===== config.mk =====
export PLATFORM = sky130hd
export DESIGN_NAME = simplified_des_byte_cipher
export DESIGN_NICKNAME = d
export VERILOG_FILES = /design/src/sdes_pkg.sv /design/src/sdes_key_sched.sv /design/src/sdes_round.sv /design/src/simplified_des_byte_cipher.sv
export SDC_FILE = /design/constraint.sdc
export NUM_CORES = 1
export LEC_CHECK = 0
export BUFFER_PORTS_ARGS = -buffer_cell sky130_fd_sc_hd__buf_2
export CAP_MARGIN = 25
export CORE_MARGIN = 2
export CORE_UTILIZATION = 45
export DETAILED_ROUTE_END_ITERATION = 8
export PLACE_DENSITY = 0.67
export SYNTH_ARGS = -nofsm -noshare
export SYNTH_HDL_FRONTEND = slang
export SYNTH_SLANG_ARGS = --single-unit

===== constraint.sdc =====
create_clock -name clk -period 5.14 [get_ports clk]
set_input_delay 1.028 -clock clk [delete_from_list [all_inputs] [get_ports clk]]
set_output_delay 1.028 -clock clk [all_outputs]
set_load 0.005 [all_outputs]

===== src/sdes_pkg.sv =====
// Package with widths, register indexes, permutation tables and S-box functions.
package sdes_pkg;

    localparam int KEY_W   = 10;
    localparam int DATA_W  = 8;
    localparam int HALF_W  = 4;
    localparam int SK_W    = 8;
    localparam int REG_IDX_W = 2;

    // Configuration register indexes.
    localparam logic [REG_IDX_W-1:0] REG_CIPHER_KEY   = 2'd0;
    localparam logic [REG_IDX_W-1:0] REG_DECRYPT_MODE = 2'd1;

    // Subkeys in the order the two rounds use them.
    typedef struct packed {
        logic [SK_W-1:0] sk_first;
        logic [SK_W-1:0] sk_second;
    } sdes_subkeys_t;

    // Permutation tables: entry i is the source bit of output bit i.
    localparam logic [3:0] P10_TAB [10] = '{4'd2, 4'd4, 4'd1, 4'd6, 4'd3,
                                            4'd9, 4'd0, 4'd8, 4'd7, 4'd5};
    localparam logic [3:0] P8_TAB  [8]  = '{4'd5, 4'd2, 4'd6, 4'd3,
                                            4'd7, 4'd4, 4'd9, 4'd8};
    localparam logic [1:0] EP_TAB  [8]  = '{2'd3, 2'd0, 2'd1, 2'd2,
                                            2'd1, 2'd2, 2'd3, 2'd0};
    localparam logic [1:0] P4_TAB  [4]  = '{2'd1, 2'd3, 2'd2, 2'd0};
    localparam logic [2:0] IP_TAB  [8]  = '{3'd1, 3'd5, 3'd2, 3'd0,
                                            3'd3, 3'd7, 3'd4, 3'd6};
    localparam logic [2:0] IPI_TAB [8]  = '{3'd3, 3'd0, 3'd2, 3'd4,
                                            3'd6, 3'd1, 3'd7, 3'd5};

    // S-boxes indexed by row, then column.
    localparam logic [1:0] S0_TAB [4][4] = '{'{2'd1, 2'd0, 2'd3, 2'd2},
                                            '{2'd3, 2'd2, 2'd1, 2'd0},
                                            '{2'd0, 2'd2, 2'd1, 2'd0},
                                            '{2'd3, 2'd1, 2'd3, 2'd2}};
    localparam logic [1:0] S1_TAB [4][4] = '{'{2'd0, 2'd1, 2'd2, 2'd3},
                                            '{2'd2, 2'd0, 2'd1, 2'd3},
                                            '{2'd3, 2'd0, 2'd1, 2'd0},
                                            '{2'd2, 2'd1, 2'd0, 2'd3}};

    function automatic logic [KEY_W-1:0] perm_p10(input logic [KEY_W-1:0] a);
        logic [KEY_W-1:0] r;
        for (int i = 0; i < KEY_W; i++) begin
            r[i] = a[P10_TAB[i]];
        end
        return r;
    endfunction

    function automatic logic [SK_W-1:0] perm_p8(input logic [KEY_W-1:0] a);
        logic [SK_W-1:0] r;
        for (int i = 0; i < SK_W; i++) begin
            r[i] = a[P8_TAB[i]];
        end
        return r;
    endfunction

    function automatic logic [SK_W-1:0] perm_ep(input logic [HALF_W-1:0] a);
        logic [SK_W-1:0] r;
        for (int i = 0; i < SK_W; i++) begin
            r[i] = a[EP_TAB[i]];
        end
        return r;
    endfunction

    function automatic logic [HALF_W-1:0] perm_p4(input logic [HALF_W-1:0] a);
        logic [HALF_W-1:0] r;
        for (int i = 0; i < HALF_W; i++) begin
            r[i] = a[P4_TAB[i]];
        end
        return r;
    endfunction

    function automatic logic [DATA_W-1:0] perm_ip(input logic [DATA_W-1:0] a);
        logic [DATA_W-1:0] r;
        for (int i = 0; i < DATA_W; i++) begin
            r[i] = a[IP_TAB[i]];
        end
        return r;
    endfunction

    function automatic logic [DATA_W-1:0] perm_ipi(input logic [DATA_W-1:0] a);
        logic [DATA_W-1:0] r;
        for (int i = 0; i < DATA_W; i++) begin
            r[i] = a[IPI_TAB[i]];
        end
        return r;
    endfunction

    // Row is the two outer bits, column the two inner bits.
    function automatic logic [1:0] sbox0(input logic [HALF_W-1:0] x);
        return S0_TAB[{x[3], x[0]}][x[2:1]];
    endfunction

    function automatic logic [1:0] sbox1(input logic [HALF_W-1:0] x);
        return S1_TAB[{x[3], x[0]}][x[2:1]];
    endfunction

    // Rotate a five-bit key half left by one.
    function automatic logic [4:0] rot5(input logic [4:0] x);
        return {x[3:0], x[4]};
    endfunction

endpackage


===== src/sdes_key_sched.sv =====
// Configuration registers and the key schedule that derives both round subkeys.
module sdes_key_sched (
    input  logic                                clk,
    input  logic                                rst_n,
    input  logic                                wr_en,
    input  logic [sdes_pkg::REG_IDX_W-1:0]      wr_index,
    input  logic [sdes_pkg::KEY_W-1:0]          wr_data,
    output sdes_pkg::sdes_subkeys_t             subkeys
);
    import sdes_pkg::*;

    logic [KEY_W-1:0] cipher_key_reg;
    logic [KEY_W-1:0] cipher_key_next;
    logic             decrypt_mode_reg;
    logic             decrypt_mode_next;
    logic [KEY_W-1:0] key_p10;
    logic [4:0]       lo_rot1;
    logic [4:0]       hi_rot1;
    logic [4:0]       lo_rot2;
    logic [4:0]       hi_rot2;
    logic [SK_W-1:0]  sk_a;
    logic [SK_W-1:0]  sk_b;

    // Register write decode; indexes beyond the list are ignored.
    always_comb
    begin
        cipher_key_next   = cipher_key_reg;
        decrypt_mode_next = decrypt_mode_reg;
        if (wr_en)
        begin
            unique case (wr_index)
                REG_CIPHER_KEY:   cipher_key_next   = wr_data;
                REG_DECRYPT_MODE: decrypt_mode_next = wr_data[0];
                default:          ;
            endcase
        end
    end

    always_ff @(posedge clk or negedge rst_n)
    begin
        if (!rst_n)
        begin
            cipher_key_reg   <= '0;
            decrypt_mode_reg <= 1'b0;
        end
        else
        begin
            cipher_key_reg   <= cipher_key_next;
            decrypt_mode_reg <= decrypt_mode_next;
        end
    end

    // P10, then one and two left rotations of each half, each followed by P8.
    always_comb
    begin
        key_p10 = perm_p10(cipher_key_reg);
        lo_rot1 = rot5(key_p10[4:0]);
        hi_rot1 = rot5(key_p10[9:5]);
        lo_rot2 = rot5(lo_rot1);
        hi_rot2 = rot5(hi_rot1);
        sk_a    = perm_p8({hi_rot1, lo_rot1});
        sk_b    = perm_p8({hi_rot2, lo_rot2});
    end

    // Decryption runs the subkeys in the opposite order.
    always_comb
    begin
        if (decrypt_mode_reg)
        begin
            subkeys.sk_first  = sk_b;
            subkeys.sk_second = sk_a;
        end
        else
        begin
            subkeys.sk_first  = sk_a;
            subkeys.sk_second = sk_b;
        end
    end

endmodule


===== src/sdes_round.sv =====
// Feistel round function: expansion, subkey XOR, two S-boxes and P4.
module sdes_round (
    input  logic [sdes_pkg::HALF_W-1:0] half,
    input  logic [sdes_pkg::SK_W-1:0]   subkey,
    output logic [sdes_pkg::HALF_W-1:0] f_out
);
    import sdes_pkg::*;

    logic [SK_W-1:0] mixed;
    logic [1:0]      s0_val;
    logic [1:0]      s1_val;

    // S0 takes the high nibble, S1 the low nibble.
    always_comb
    begin
        mixed  = perm_ep(half) ^ subkey;
        s0_val = sbox0(mixed[7:4]);
        s1_val = sbox1(mixed[3:0]);
        f_out  = perm_p4({s0_val, s1_val});
    end

endmodule


===== src/simplified_des_byte_cipher.sv =====
// Top level of the simplified DES byte cipher: input register, two rounds, result register.
//
//   channel   signals                          direction  handshake
//   request   start, busy, data_in, in_last    in         start high while busy low
//   result    done, data_out, out_last         out        done strobe for one cycle
//   config    wr_en, wr_index, wr_data         in         write when wr_en high
//
// A byte is taken every cycle; each request passes the input register, then the rounds,
// and its result and done are registered in the result register.
// The latency is set by the input register and the result register around the rounds.
// busy stays low, so the request side never waits.
// Reset clears both configuration registers and the valid and strobe flags.
// The result side cannot stall: each result's done strobe is high for exactly one cycle.
module simplified_des_byte_cipher (
    input  logic                              clk,
    input  logic                              rst_n,
    input  logic                              start,
    output logic                              busy,
    input  logic [sdes_pkg::DATA_W-1:0]       data_in,
    input  logic                              in_last,
    output logic                              done,
    output logic [sdes_pkg::DATA_W-1:0]       data_out,
    output logic                              out_last,
    input  logic                              wr_en,
    input  logic [sdes_pkg::REG_IDX_W-1:0]    wr_index,
    input  logic [sdes_pkg::KEY_W-1:0]        wr_data
);
    import sdes_pkg::*;

    sdes_subkeys_t     subkeys;
    logic              in_valid_reg;
    logic [DATA_W-1:0] in_data_reg;
    logic              in_last_reg;
    logic              done_reg;
    logic [DATA_W-1:0] data_out_reg;
    logic              out_last_reg;
    logic [DATA_W-1:0] ip_val;
    logic [HALF_W-1:0] f_first;
    logic [HALF_W-1:0] f_second;
    logic [HALF_W-1:0] r1;
    logic [HALF_W-1:0] l1;
    logic [DATA_W-1:0] cipher_next;
    logic              accept;

    assign busy   = 1'b0;
    assign accept = start && !busy;

    sdes_key_sched u_key_sched (
        .clk      (clk),
        .rst_n    (rst_n),
        .wr_en    (wr_en),
        .wr_index (wr_index),
        .wr_data  (wr_data),
        .subkeys  (subkeys)
    );

    // Input register.
    always_ff @(posedge clk or negedge rst_n)
    begin
        if (!rst_n)
        begin
            in_valid_reg <= 1'b0;
        end
        else
        begin
            in_valid_reg <= accept;
        end
    end

    always_ff @(posedge clk)
    begin
        if (accept)
        begin
            in_data_reg <= data_in;
            in_last_reg <= in_last;
        end
    end

    // Two Feistel rounds between the input and result registers.
    assign ip_val = perm_ip(in_data_reg);

    sdes_round u_round_first (
        .half   (ip_val[3:0]),
        .subkey (subkeys.sk_first),
        .f_out  (f_first)
    );

    assign r1 = ip_val[7:4] ^ f_first;

    sdes_round u_round_second (
        .half   (r1),
        .subkey (subkeys.sk_second),
        .f_out  (f_second)
    );

    assign l1          = ip_val[3:0] ^ f_second;
    assign cipher_next = perm_ipi({l1, r1});

    // Result register and strobe.
    always_ff @(posedge clk or negedge rst_n)
    begin
        if (!rst_n)
        begin
            done_reg <= 1'b0;
        end
        else
        begin
            done_reg <= in_valid_reg;
        end
    end

    always_ff @(posedge clk)
    begin
        if (in_valid_reg)
        begin
            data_out_reg <= cipher_next;
            out_last_reg <= in_last_reg;
        end
    end

    assign done     = done_reg;
    assign data_out = data_out_reg;
    assign out_last = out_last_reg;

endmodule


==> impl_metrics.env, run 1 <==
export IMPL_outcome="complete, no violations"
export IMPL_worstPathBufferInverterCount=1
export IMPL_count_of_distinct_cell_types_in_the_synthesized_netlist=43
export IMPL_synth_largest_area_cell="edfxtp_1"
export IMPL_gpl_final_weighted_congestion=0.7542
export IMPL_floorplan_initialDensity_pct=46.07
export IMPL_drt_pass1_iterations=4
export IMPL_dr_iter_0_viols=25
export IMPL_drcViolationCount=0
export IMPL_vias=1099
export IMPL_peakVddDrop_mv=0.1897
export IMPL_postPlaceCellArea_sq_um=1993
export IMPL_final_critical_path_setup_slack_ns=1.611
export IMPL_worst_case_clock_buffer_depth=2
export IMPL_core_region_area_sq_um=3914
export IMPL_critical_path_startpoint_type="flip-flop"
export IMPL_largest_reg_flops=9
export IMPL_max_cap_violations=0
export IMPL_antenna_left=0
export IMPL_power_density_nw_per_um2=555.6
export IMPL_chipHeight_um=67.30
export IMPL_synth_yosys_warnings=0
export IMPL_critical_path_top_delay_family="multiplexers"
export IMPL_timing_critical_path_arrival_ns=3.55
export IMPL_critPathCaptureType="flip-flop"
export IMPL_dieWidth_um=67.30
export IMPL_fin_util_pct=53.23
export IMPL_clock_fmax_ghz=0.2834
export IMPL_antenna_cells=0
export IMPL_worstMarginPinSlew_ns=0.7540
export IMPL_synth_most_common_cell="mux2i_1"
export IMPL_grt_total_usage_pct=15.44
export IMPL_power_w=0.001158
export IMPL_synth_seq_area_share_pct=46.63
export IMPL_ctsResizeCount=0
export IMPL_finish_instance_area_sq_um=2083
export IMPL_critPathRequiredTime_ns=5.16
export IMPL_die_area_sq_um=4529
export IMPL_grt_pass1_wl_um=4995
export IMPL_final_min_clock_period_ns=3.529
export IMPL_final_max_slew_viols=0
export IMPL_number_of_enable_flip_flop_cells_after_synthesis=18
export IMPL_hold_viol_final=0
export IMPL_synthesized_area_per_cell_sq_um=13.76
export IMPL_fillerInstances=355
export IMPL_cp_depth=10
export IMPL_floorplan_io_pins=36
export IMPL_min_period_over_period_pct=68.65
export IMPL_yosys_area_top_type_share_pct=29.98
export IMPL_cellLeakagePower_nw=0.9033
export IMPL_layout_cell_share_with_drive_strength_beyond_1_pct=35.50
export IMPL_root_buffer="clkbuf_8"
export IMPL_final_net_count=195
export IMPL_route_detailed_vias_per_inst=5.018
export IMPL_tritoncts_clock_tree="built"
export IMPL_number_of_global_route_vias_before_repair=1098
export IMPL_finalWirelength_um=3050
export IMPL_clkLatencyLatePin_ns=0.27
export IMPL_cts_buffers_inserted=5
export IMPL_timing_clock_skew_ns=0.006173
export IMPL_avgRoutedWirePerCell_um=13.93
export IMPL_grt_remaining_overflow=0
export IMPL_synth_top_cells_by_area="edfxtp_1, dfrtp_1, mux2i_1"
export IMPL_combined_area_of_all_synthesized_cells_sq_um=1803
export IMPL_critical_path_slowest_cell="dfrtp_1"
export IMPL_crit_chain="mux2i_1 > xor2_1 > inv_1 > ha_1 > mux2_2 > mux2i_4 > xnor3_1 > nand3_1 > mux2i_1 > xor2_1"
export IMPL_critPathMaxFanout=16
export IMPL_ys_seq_elements=30
export IMPL_worstRegToRegCells=10
export IMPL_timing_final_setup_violations=0
export IMPL_ys_top_cells_by_count="mux2i_1, edfxtp_1, dfrtp_1, xnor2_1, xor2_1"
export IMPL_grt_start_max_net_pins=17
export IMPL_port_buffer_count=33
export IMPL_place_ws_ns=1.575
export IMPL_area_growth_pct=15.54
export IMPL_hold_path_cell_count=0
export IMPL_ctsHtreeMaxLevel=2
export IMPL_cts_hold_repair_buffers=0
export IMPL_rsz0062_at_grt="false"
export IMPL_initial_antenna_violation_count=0
export IMPL_hpwlAfterDp_um=2503
export IMPL_post_cts_setup_repair_buffer_count=0
export IMPL_clkSlewWorstSetupHoldPaths_ns=0.06
export IMPL_cts_sink_count=30
export IMPL_synthesis_instances=131
export IMPL_critPathMaxStageDelay_ns=0.83
export IMPL_max_slew_margin_pct=49.74
export IMPL_final_layout_setup_total_negative_slack_ns=0
export IMPL_worst_setup_path_type="flip-flop to flip-flop"
export IMPL_ys_async_sr_fraction_pct=40.00
export IMPL_worst_min_delay_path_class="flip-flop to flip-flop"
export IMPL_synth_flop_cell="edfxtp_1"
export IMPL_synth_net_count=158
export IMPL_rows=23
[cell families (layout without fill, tap and decap cells)]
| kind of cell | after synthesis | in the layout | synth area share, % |
|---|---|---|---|
| AO/OA/AOI/OAI | 10 | 10 | 4.302 |
| XOR/XNOR | 29 | 29 | 16.86 |
| multiplexers | 35 | 35 | 21.72 |
| AND/OR/NAND/NOR | 19 | 19 | 6.316 |
| buffers and inverters | 5 | 43 | 2.567 |
| adder cells (fa/ha/maj) | 2 | 2 | 1.388 |
| flip-flops | 30 | 30 | 46.63 |
| other | 1 | 1 | 0.2080 |
[per-stage QoR]
step | std cells | hold slack, ns
5_1_grt | 219 | 0.4391
2_1_floorplan | 131 | 0.4003
6_report | 219 | 0.4235
3_5_place_dp | 211 | 0.4084
3_3_place_gp | 210 | 0.4013
4_1_cts | 219 | 0.4234
[final cells by class]
| cell class | count | area [sq um] | area share, % |
|---|---|---|---|
| clock buffer | 8 | 90.09 | 4.324 |
| multi-input combinational | 96 | 915.9 | 43.96 |
| timing repair buffer | 34 | 170.2 | 8.168 |
| sequential | 30 | 840.8 | 40.36 |
| tap | 50 | 62.56 | 3.003 |
| inverter | 1 | 3.754 | 0.1802 |
[layout by cell type, fill, tap and decap left out, drive strengths merged, types with 2 or more instances in the layout]
cell type,count
or2,2
mux2,14
xnor2,14
buf,34
xnor3,2
dfrtp,12
nor3,3
xor2,13
clkbuf,8
nand2,2
o21ai,2
edfxtp,18
nand3,2
nor2,2
ha,2
mux2i,21
[worst reg2reg max path, cell delays in order, from the launching register on]
cell,delay [ns]
dfrtp_1,0.83
mux2i_1,0.29
xor2_1,0.31
inv_1,0.12
ha_1,0.31
mux2_2,0.29
mux2i_4,0.23
xnor3_1,0.42
nand3_1,0.12
mux2i_1,0.26
xor2_1,0.09
[worst paths after layout]
check | to | start | slack (ns)
setup reg to reg | data_out[4]$_DFFE_PP_ | u_key_sched.decrypt_mode_reg$_DFFE_PN0P_ | 1.61
min in group asynchronous | u_key_sched.cipher_key_reg[9]$_DFFE_PN0P_ | rst_n | 0.62
max in group asynchronous | u_key_sched.cipher_key_reg[8]$_DFFE_PN0P_ | rst_n | 4.31
setup / recovery | data_out[4]$_DFFE_PP_ | u_key_sched.decrypt_mode_reg$_DFFE_PN0P_ | 1.61
hold / removal | out_last$_DFFE_PP_ | in_last_reg$_DFFE_PP_ | 0.42
hold reg to reg | out_last$_DFFE_PP_ | in_last_reg$_DFFE_PP_ | 0.42
[per-layer routing]
metal	wire length, um	GRT usage [%]
met3	146	4.167
met5	0	0
met2	1544	26.98
met1	1291	17.84
met4	68	6.378
[where the power goes]
group | leakage (nW) | internal (W) | switching, W
logic | 0.540 | 0.000311 | 0.000280
clock network | 0.0455 | 0.000109 | 0.0000797
registers | 0.318 | 0.000337 | 0.0000418
Power figures use the tool's default switching activity.
==> run 2, diff against run 1 <==
Settings changed: ABC_AREA set to 1, PLACE_DENSITY 0.67 to 0.66.
Clock period 5.14 ns to 3.7 ns, I/O delays scaled along.
==> run 2 against run 1 <==
  * First-iteration DRC count increased to 3.6 times the previous value
  * Register-to-register slack got worse by 0.42 ns
  * Synthesized cell count rose by 110%
  * Hold slack lost 0.11 ns
==> impl_metrics.env, run 2 <==
export IMPL_timing_clock_skew_ns=0.007703
export IMPL_chipHeight_um=71.84
export IMPL_synth_flop_cell="edfxtp_1"
export IMPL_die_area_sq_um=5160
export IMPL_ys_async_sr_fraction_pct=40.00
export IMPL_synth_seq_area_share_pct=40.60
export IMPL_synth_net_count=298
export IMPL_synth_largest_area_cell="edfxtp_1"
export IMPL_tritoncts_clock_tree="built"
export IMPL_multi_input_combinational_cell_area_sq_um=1060
export IMPL_combined_area_of_all_synthesized_cells_sq_um=2071
export IMPL_gpl_final_weighted_congestion=0.9105
export IMPL_final_hold_worst_slack_ns=0.3153
export IMPL_peakVddDrop_mv=0.2677
export IMPL_postPlaceCellArea_sq_um=2255
export IMPL_area_growth_pct=14.02
export IMPL_cts_hold_repair_buffers=0
export IMPL_critical_path_startpoint_type="flip-flop"
export IMPL_layout_cell_share_with_drive_strength_beyond_1_pct=29.22
export IMPL_final_net_count=334
export IMPL_root_buffer="clkbuf_8"
export IMPL_drt_pass1_iterations=4
export IMPL_core_region_area_sq_um=4384
export IMPL_floorplan_io_pins=36
export IMPL_cellLeakagePower_nw=1.254
export IMPL_dieWidth_um=71.84
export IMPL_dp_cells=352
export IMPL_number_of_global_route_vias_before_repair=1674
export IMPL_cts_sink_count=30
export IMPL_clkSlewWorstSetupHoldPaths_ns=0.07
export IMPL_ys_seq_elements=30
export IMPL_yosys_area_top_type_share_pct=26.10
export IMPL_route_detailed_vias_per_inst=4.919
export IMPL_final_max_slew_viols=0
export IMPL_most_common_cell_after_layout_fill_and_taps_aside="nand2_1"
export IMPL_rows=24
export IMPL_hpwlAfterDp_um=3380
export IMPL_number_of_enable_flip_flop_cells_after_synthesis=18
export IMPL_floorplan_initialDensity_pct=47.23
export IMPL_synth_yosys_warnings=0
export IMPL_grt_remaining_overflow=0
export IMPL_synthesis_instances=271
export IMPL_clkLatencyLatePin_ns=0.28
export IMPL_post_route_non_filler_standard_cell_count=360
export IMPL_ys_top_cells_by_count="nand2_1, nand3_1, inv_1, nand2_2, edfxtp_1"
export IMPL_worst_case_clock_buffer_depth=2
export IMPL_initial_antenna_violation_count=0
export IMPL_synthesized_area_per_cell_sq_um=7.641
export IMPL_ctsHtreeMaxLevel=2
export IMPL_count_of_distinct_cell_types_in_the_synthesized_netlist=24
export IMPL_critPathMaxFanout=13
export IMPL_layout_area_seq_sq_um=840.8
export IMPL_grt_total_usage_pct=18.38
export IMPL_clock_fmax_ghz=0.3992
export IMPL_critPathRequiredTime_ns=3.74
export IMPL_power_density_nw_per_um2=588.1
export IMPL_finalWirelength_um=4176
export IMPL_max_cap_violations=0
export IMPL_routed_top_layer="met4"
export IMPL_final_min_clock_period_ns=2.505
export IMPL_timing_final_setup_violations=0
export IMPL_grt_pass1_wl_um=7327
export IMPL_synth_top_cells_by_area="edfxtp_1, nand2_1, dfrtp_1"
export IMPL_antenna_cells=0
export IMPL_finish_instance_area_sq_um=2361
export IMPL_grt_start_max_net_pins=20
export IMPL_vias=1771
export IMPL_ctsResizeCount=0
export IMPL_dr_iter_0_viols=89
export IMPL_worst_min_delay_path_class="primary input to async pin"
export IMPL_outcome="complete, no violations"
export IMPL_post_cts_setup_repair_buffer_count=0
export IMPL_synth_most_common_cell="nand2_1"
export IMPL_rsz0062_at_grt="false"
export IMPL_avgRoutedWirePerCell_um=11.60
export IMPL_cts_buffers_inserted=5
export IMPL_drt_met1_wl_um=1963
export IMPL_fillerInstances=424
export IMPL_largest_reg_flops=9
export IMPL_min_period_over_period_pct=67.70
export IMPL_drcViolationCount=0
export IMPL_port_buffer_count=33
export IMPL_final_layout_setup_total_negative_slack_ns=0
export IMPL_critPathCaptureType="flip-flop"
export IMPL_timing_critical_path_arrival_ns=2.54
export IMPL_antenna_left=0
export IMPL_worst_setup_path_type="flip-flop to flip-flop"
export IMPL_route_met2_wl_um=1932
export IMPL_hold_viol_final=0
export IMPL_met3RoutedLength_um=178
export IMPL_most_common_layout_cells="nand2_1, nand3_1, buf_2"
run 2: worst paths after layout:
kind,from,endpoint,slack (ns),depth (start not counted)
setup / recovery,u_key_sched.decrypt_mode_reg$_DFFE_PN0P_,data_out[4]$_DFFE_PP_,1.19,18
hold / removal,rst_n,u_key_sched.cipher_key_reg[7]$_DFFE_PN0P_,0.32,1
setup reg to reg,u_key_sched.decrypt_mode_reg$_DFFE_PN0P_,data_out[4]$_DFFE_PP_,1.19,18
hold reg to reg,in_last_reg$_DFFE_PP_,out_last$_DFFE_PP_,0.43,0
max in group asynchronous,rst_n,u_key_sched.cipher_key_reg[9]$_DFFE_PN0P_,3.17,1
min in group clk,in_last_reg$_DFFE_PP_,out_last$_DFFE_PP_,0.43,0
run 2: area by class of cell:
cell class                      count  area share (%)
Clock buffer                        7           3.233
Clock inverter                      1           1.272
Inverter                           31           4.928
Multi-Input combinational cell    205           44.89
Sequential cell                    30           35.61
Tap cell                           52           2.756
Timing Repair Buffer               34           7.313
run 2: cells by family (layout without fill, tap and decap cells):
kind of cell,Yosys count,count (layout),share of synthesized area (%)
AOI/OAI and AO/OA,13,13,3.625
DFF,30,30,40.60
other,1,1,0.1811
buffers and inverters,36,73,8.217
adders and majority gates,2,2,1.208
muxes,1,1,0.5438
and+or+nand+nor,188,188,45.62
run 2: critical path, stage by stage (launching register included):
cell     delay, ns
dfrtp_1       0.40
inv_2         0.20
nand2_1       0.20
nand2_1       0.12
nand2_1       0.05
nand2_1       0.10
ha_1          0.24
inv_1         0.05
nand3_1       0.09
nand3_2       0.12
nand2_2       0.07
nand2_2       0.10
nand3_1       0.10
nand2_1       0.12
nand2_1       0.06
nand2_1       0.07
nand2_1       0.05
nand2_1       0.05
nand2_1       0.06
run 2: stage by stage:
stage / total power [W] / setup slack, ns / utilization [%]
after global routing: 0.001517 / 0.8327 / 53.85
after floorplan: 0.0009487 / 1.546 / -
after CTS: 0.001397 / 1.183 / 53.85
after global placement: 0.001052 / 1.241 / 51.43
after detailed placement: 0.001068 / 1.197 / 51.43
final: 0.001389 / 1.195 / 53.85
run 2: layer usage:
metal | global-route usage, % | vias up
li1 | - | 958
met1 | 23.61 | 757
met2 | 30.35 | 47
met3 | 3.657 | 9
met4 | 7.547 | 0
met5 | 0 | -
run 2: power by group:
part | switching (W) | internal [W] | leakage, nW
Combinational | 0.000387 | 0.000216 | 0.889
Sequential | 0.0000316 | 0.000428 | 0.312
Clock | 0.000126 | 0.000201 | 0.0524
==> run 3, diff against run 2 <==
Settings changed: PLACE_DENSITY 0.66 to 0.69.
Clock period 3.7 ns to 2.3 ns, I/O delays scaled along.
==> run 3 against run 2 <==
  * Sequential power increased by 63%
  * Core utilization increased by 7.0 points
  * Sequential share of layout area decreased by 4.1 points
  * Via count increased by 6.4%
  * Die area unchanged
  * Critical endpoint unchanged
==> impl_metrics.env, run 3 (synthesized netlist as in run 2, its figures left out) <==
export IMPL_worst_min_delay_path_class="primary input to async pin"
export IMPL_most_common_cell_after_layout_fill_and_taps_aside="nand2_1"
export IMPL_critPathMaxStageDelay_ns=0.48
export IMPL_cts_buffers_inserted=5
export IMPL_final_min_clock_period_ns=2.286
export IMPL_critical_path_slowest_cell="dfrtp_2"
export IMPL_ctsHtreeMaxLevel=2
export IMPL_tritoncts_clock_tree="built"
export IMPL_met2_usage_pct=32.00
export IMPL_most_common_layout_cells="nand2_1, nand2_2, buf_2"
export IMPL_worst_case_clock_buffer_depth=2
export IMPL_critical_path_startpoint_type="flip-flop"
export IMPL_vias=1884
export IMPL_worst_path_most_repeated_cell="nand2_1"
export IMPL_layout_cell_share_with_drive_strength_beyond_1_pct=42.41
export IMPL_floorplan_io_pins=36
export IMPL_crit_chain="buf_6 > nand2_1 > nand3_2 > nand2_2 > ha_4 > nand3_2 > nand3_4 > nand2_4 > nand2_4 > nand2_2 > nand2_2 > nand2_2 > nand2_1 > nand2_1 > nand2_1 > nand2_1 > nand2_1"
export IMPL_hpwlAfterDp_um=3507
export IMPL_critPathRequiredTime_ns=2.35
export IMPL_max_slew_margin_pct=67.09
export IMPL_met1_usage_pct=23.82
export IMPL_dieWidth_um=71.84
export IMPL_cts_hold_repair_buffers=0
export IMPL_grt_start_max_net_pins=18
export IMPL_hold_viol_final=0
export IMPL_post_route_non_filler_standard_cell_count=375
export IMPL_grt_pass1_wl_um=7596
export IMPL_die_area_sq_um=5160
export IMPL_chipHeight_um=71.84
export IMPL_critPathCaptureType="flip-flop"
export IMPL_initial_antenna_violation_count=0
export IMPL_final_max_slew_viols=0
export IMPL_area_growth_pct=28.94
export IMPL_rsz0062_at_grt="true"
export IMPL_fillerInstances=381
export IMPL_number_of_global_route_vias_before_repair=1763
export IMPL_max_cap_violations=0
export IMPL_route_detailed_vias_per_inst=5.024
export IMPL_worst_r2r_startpoint="u_key_sched.decrypt_mode_reg$_DFFE_PN0P_"
export IMPL_global_route_track_usage_on_met3_pct=4.923
export IMPL_layout_area_seq_sq_um=842.1
export IMPL_global_route_layer_with_the_greatest_usage="met2"
export IMPL_worst_setup_path_type="flip-flop to flip-flop"
export IMPL_clkLatencyLatePin_ns=0.29
export IMPL_rows=24
export IMPL_multi_input_combinational_cell_area_sq_um=1257
export IMPL_min_period_over_period_pct=99.37
export IMPL_port_buffer_count=33
export IMPL_outcome="complete, no violations"
export IMPL_timing_critical_path_arrival_ns=2.33
export IMPL_root_buffer="clkbuf_8"
export IMPL_dp_cells=363
export IMPL_largest_reg_flops=9
export IMPL_reg2reg_slack_ns=0.01
export IMPL_dr_iter_0_viols=73
export IMPL_core_region_area_sq_um=4384
export IMPL_clock_fmax_ghz=0.4375
export IMPL_grt_total_usage_pct=19.05
export IMPL_final_net_count=349
export IMPL_drt_pass1_iterations=4
export IMPL_timing_final_setup_violations=0
export IMPL_drcViolationCount=0
export IMPL_gpl_final_weighted_congestion=0.8829
export IMPL_cellLeakagePower_nw=1.377
export IMPL_timing_clock_skew_ns=0.003058
export IMPL_cts_sink_count=30
export IMPL_antenna_cells=0
export IMPL_clkSlewWorstSetupHoldPaths_ns=0.06
export IMPL_critPathMaxFanout=4
export IMPL_finalWirelength_um=4650
export IMPL_finish_instance_area_sq_um=2670
export IMPL_floorplan_initialDensity_pct=47.23
export IMPL_peakVddDrop_mv=0.3476
export IMPL_postPlaceCellArea_sq_um=2337
export IMPL_cp_startpoint="u_key_sched.decrypt_mode_reg$_DFFE_PN0P_"
export IMPL_grt_remaining_overflow=0
export IMPL_antenna_left=0
export IMPL_worstMarginPinSlew_ns=0.4885
export IMPL_avgRoutedWirePerCell_um=12.40
export IMPL_power_density_nw_per_um2=910.9
## run 3: cell count changes in the layout (fill, tap and decap cells not counted), moves of 2 or more
cell,delta
ha_4,+2
nand2_2,+6
buf_4,+13
nand2_4,+8
ha_1,-2
nand3_2,+7
inv_4,+2
nand2_1,-14
clkbuf_1,-2
nand3_4,+5
nand3_1,-12
buf_6,+2
## run 3: layer usage
metal | up-vias | routed length (um) | share of wire (%)
met5 | - | 0 | 0
met4 | 0 | 126 | 2.7
met3 | 12 | 239 | 5.1
met2 | 51 | 2245 | 48
met1 | 844 | 2038 | 44
li1 | 977 | - | -
## run 3: final cells by class
| class | instances | area share, % |
|---|---|---|
| repair buffers | 49 | 10.97 |
| well taps | 52 | 2.437 |
| clock inverters | 2 | 0.4217 |
| multi-input cells | 205 | 47.09 |
| flip-flops and latches | 30 | 31.54 |
| inverters | 31 | 4.452 |
| clock buffers | 6 | 3.093 |
## run 3: worst paths after layout
kind | endpoint | cells past startpoint
max | data_out[4]$_DFFE_PP_ | 17
min | u_key_sched.cipher_key_reg[1]$_DFFE_PN0P_ | 1
max reg2reg | data_out[4]$_DFFE_PP_ | 17
min reg2reg | out_last$_DFFE_PP_ | 0
max in group asynchronous | u_key_sched.decrypt_mode_reg$_DFFE_PN0P_ | 1
min in group clk | in_data_reg[6]$_DFFE_PP_ | 1
## run 3: repair_timing
item | 4_1_cts | 5_1_grt
setup buffers | 3 | 1
gates resized for setup | 18 | 28
cloned | 0 | 0
setup endpoints to repair | 4 | 4
pin swaps | 10 | 19
## run 3: where the power goes
part           internal [W]  switching, W
combinational      0.000477      0.000755
clock              0.000241      0.000209
sequential         0.000688     0.0000619
## run 3: through the flow
stage / setup TNS [ns] / utilization [%] / setup slack [ns] / hold slack (ns) / power (W)
3_5_place_dp: -0.7044 / 53.31 / -0.1795 / 0.3466 / 0.001769
2_1_floorplan: 0 / - / 0.1458 / 0.1644 / 0.001526
4_1_cts: -0.05316 / 57.45 / -0.02475 / 0.03719 / 0.002303
6_report: 0 / 60.90 / 0.01449 / 0.03414 / 0.002432
3_3_place_gp: -0.4020 / 53.31 / -0.1120 / 0.3434 / 0.001733
5_1_grt: -0.5739 / 60.90 / -0.1596 / 0.04538 / 0.002636
## run 3: worst max-delay path, delay by kind of cell, from the launching register on
kind	cells	cell delay, ns
fa+ha+maj	1	0.20
buf+inv	1	0.15
flops	1	0.48
simple gates	15	1.21
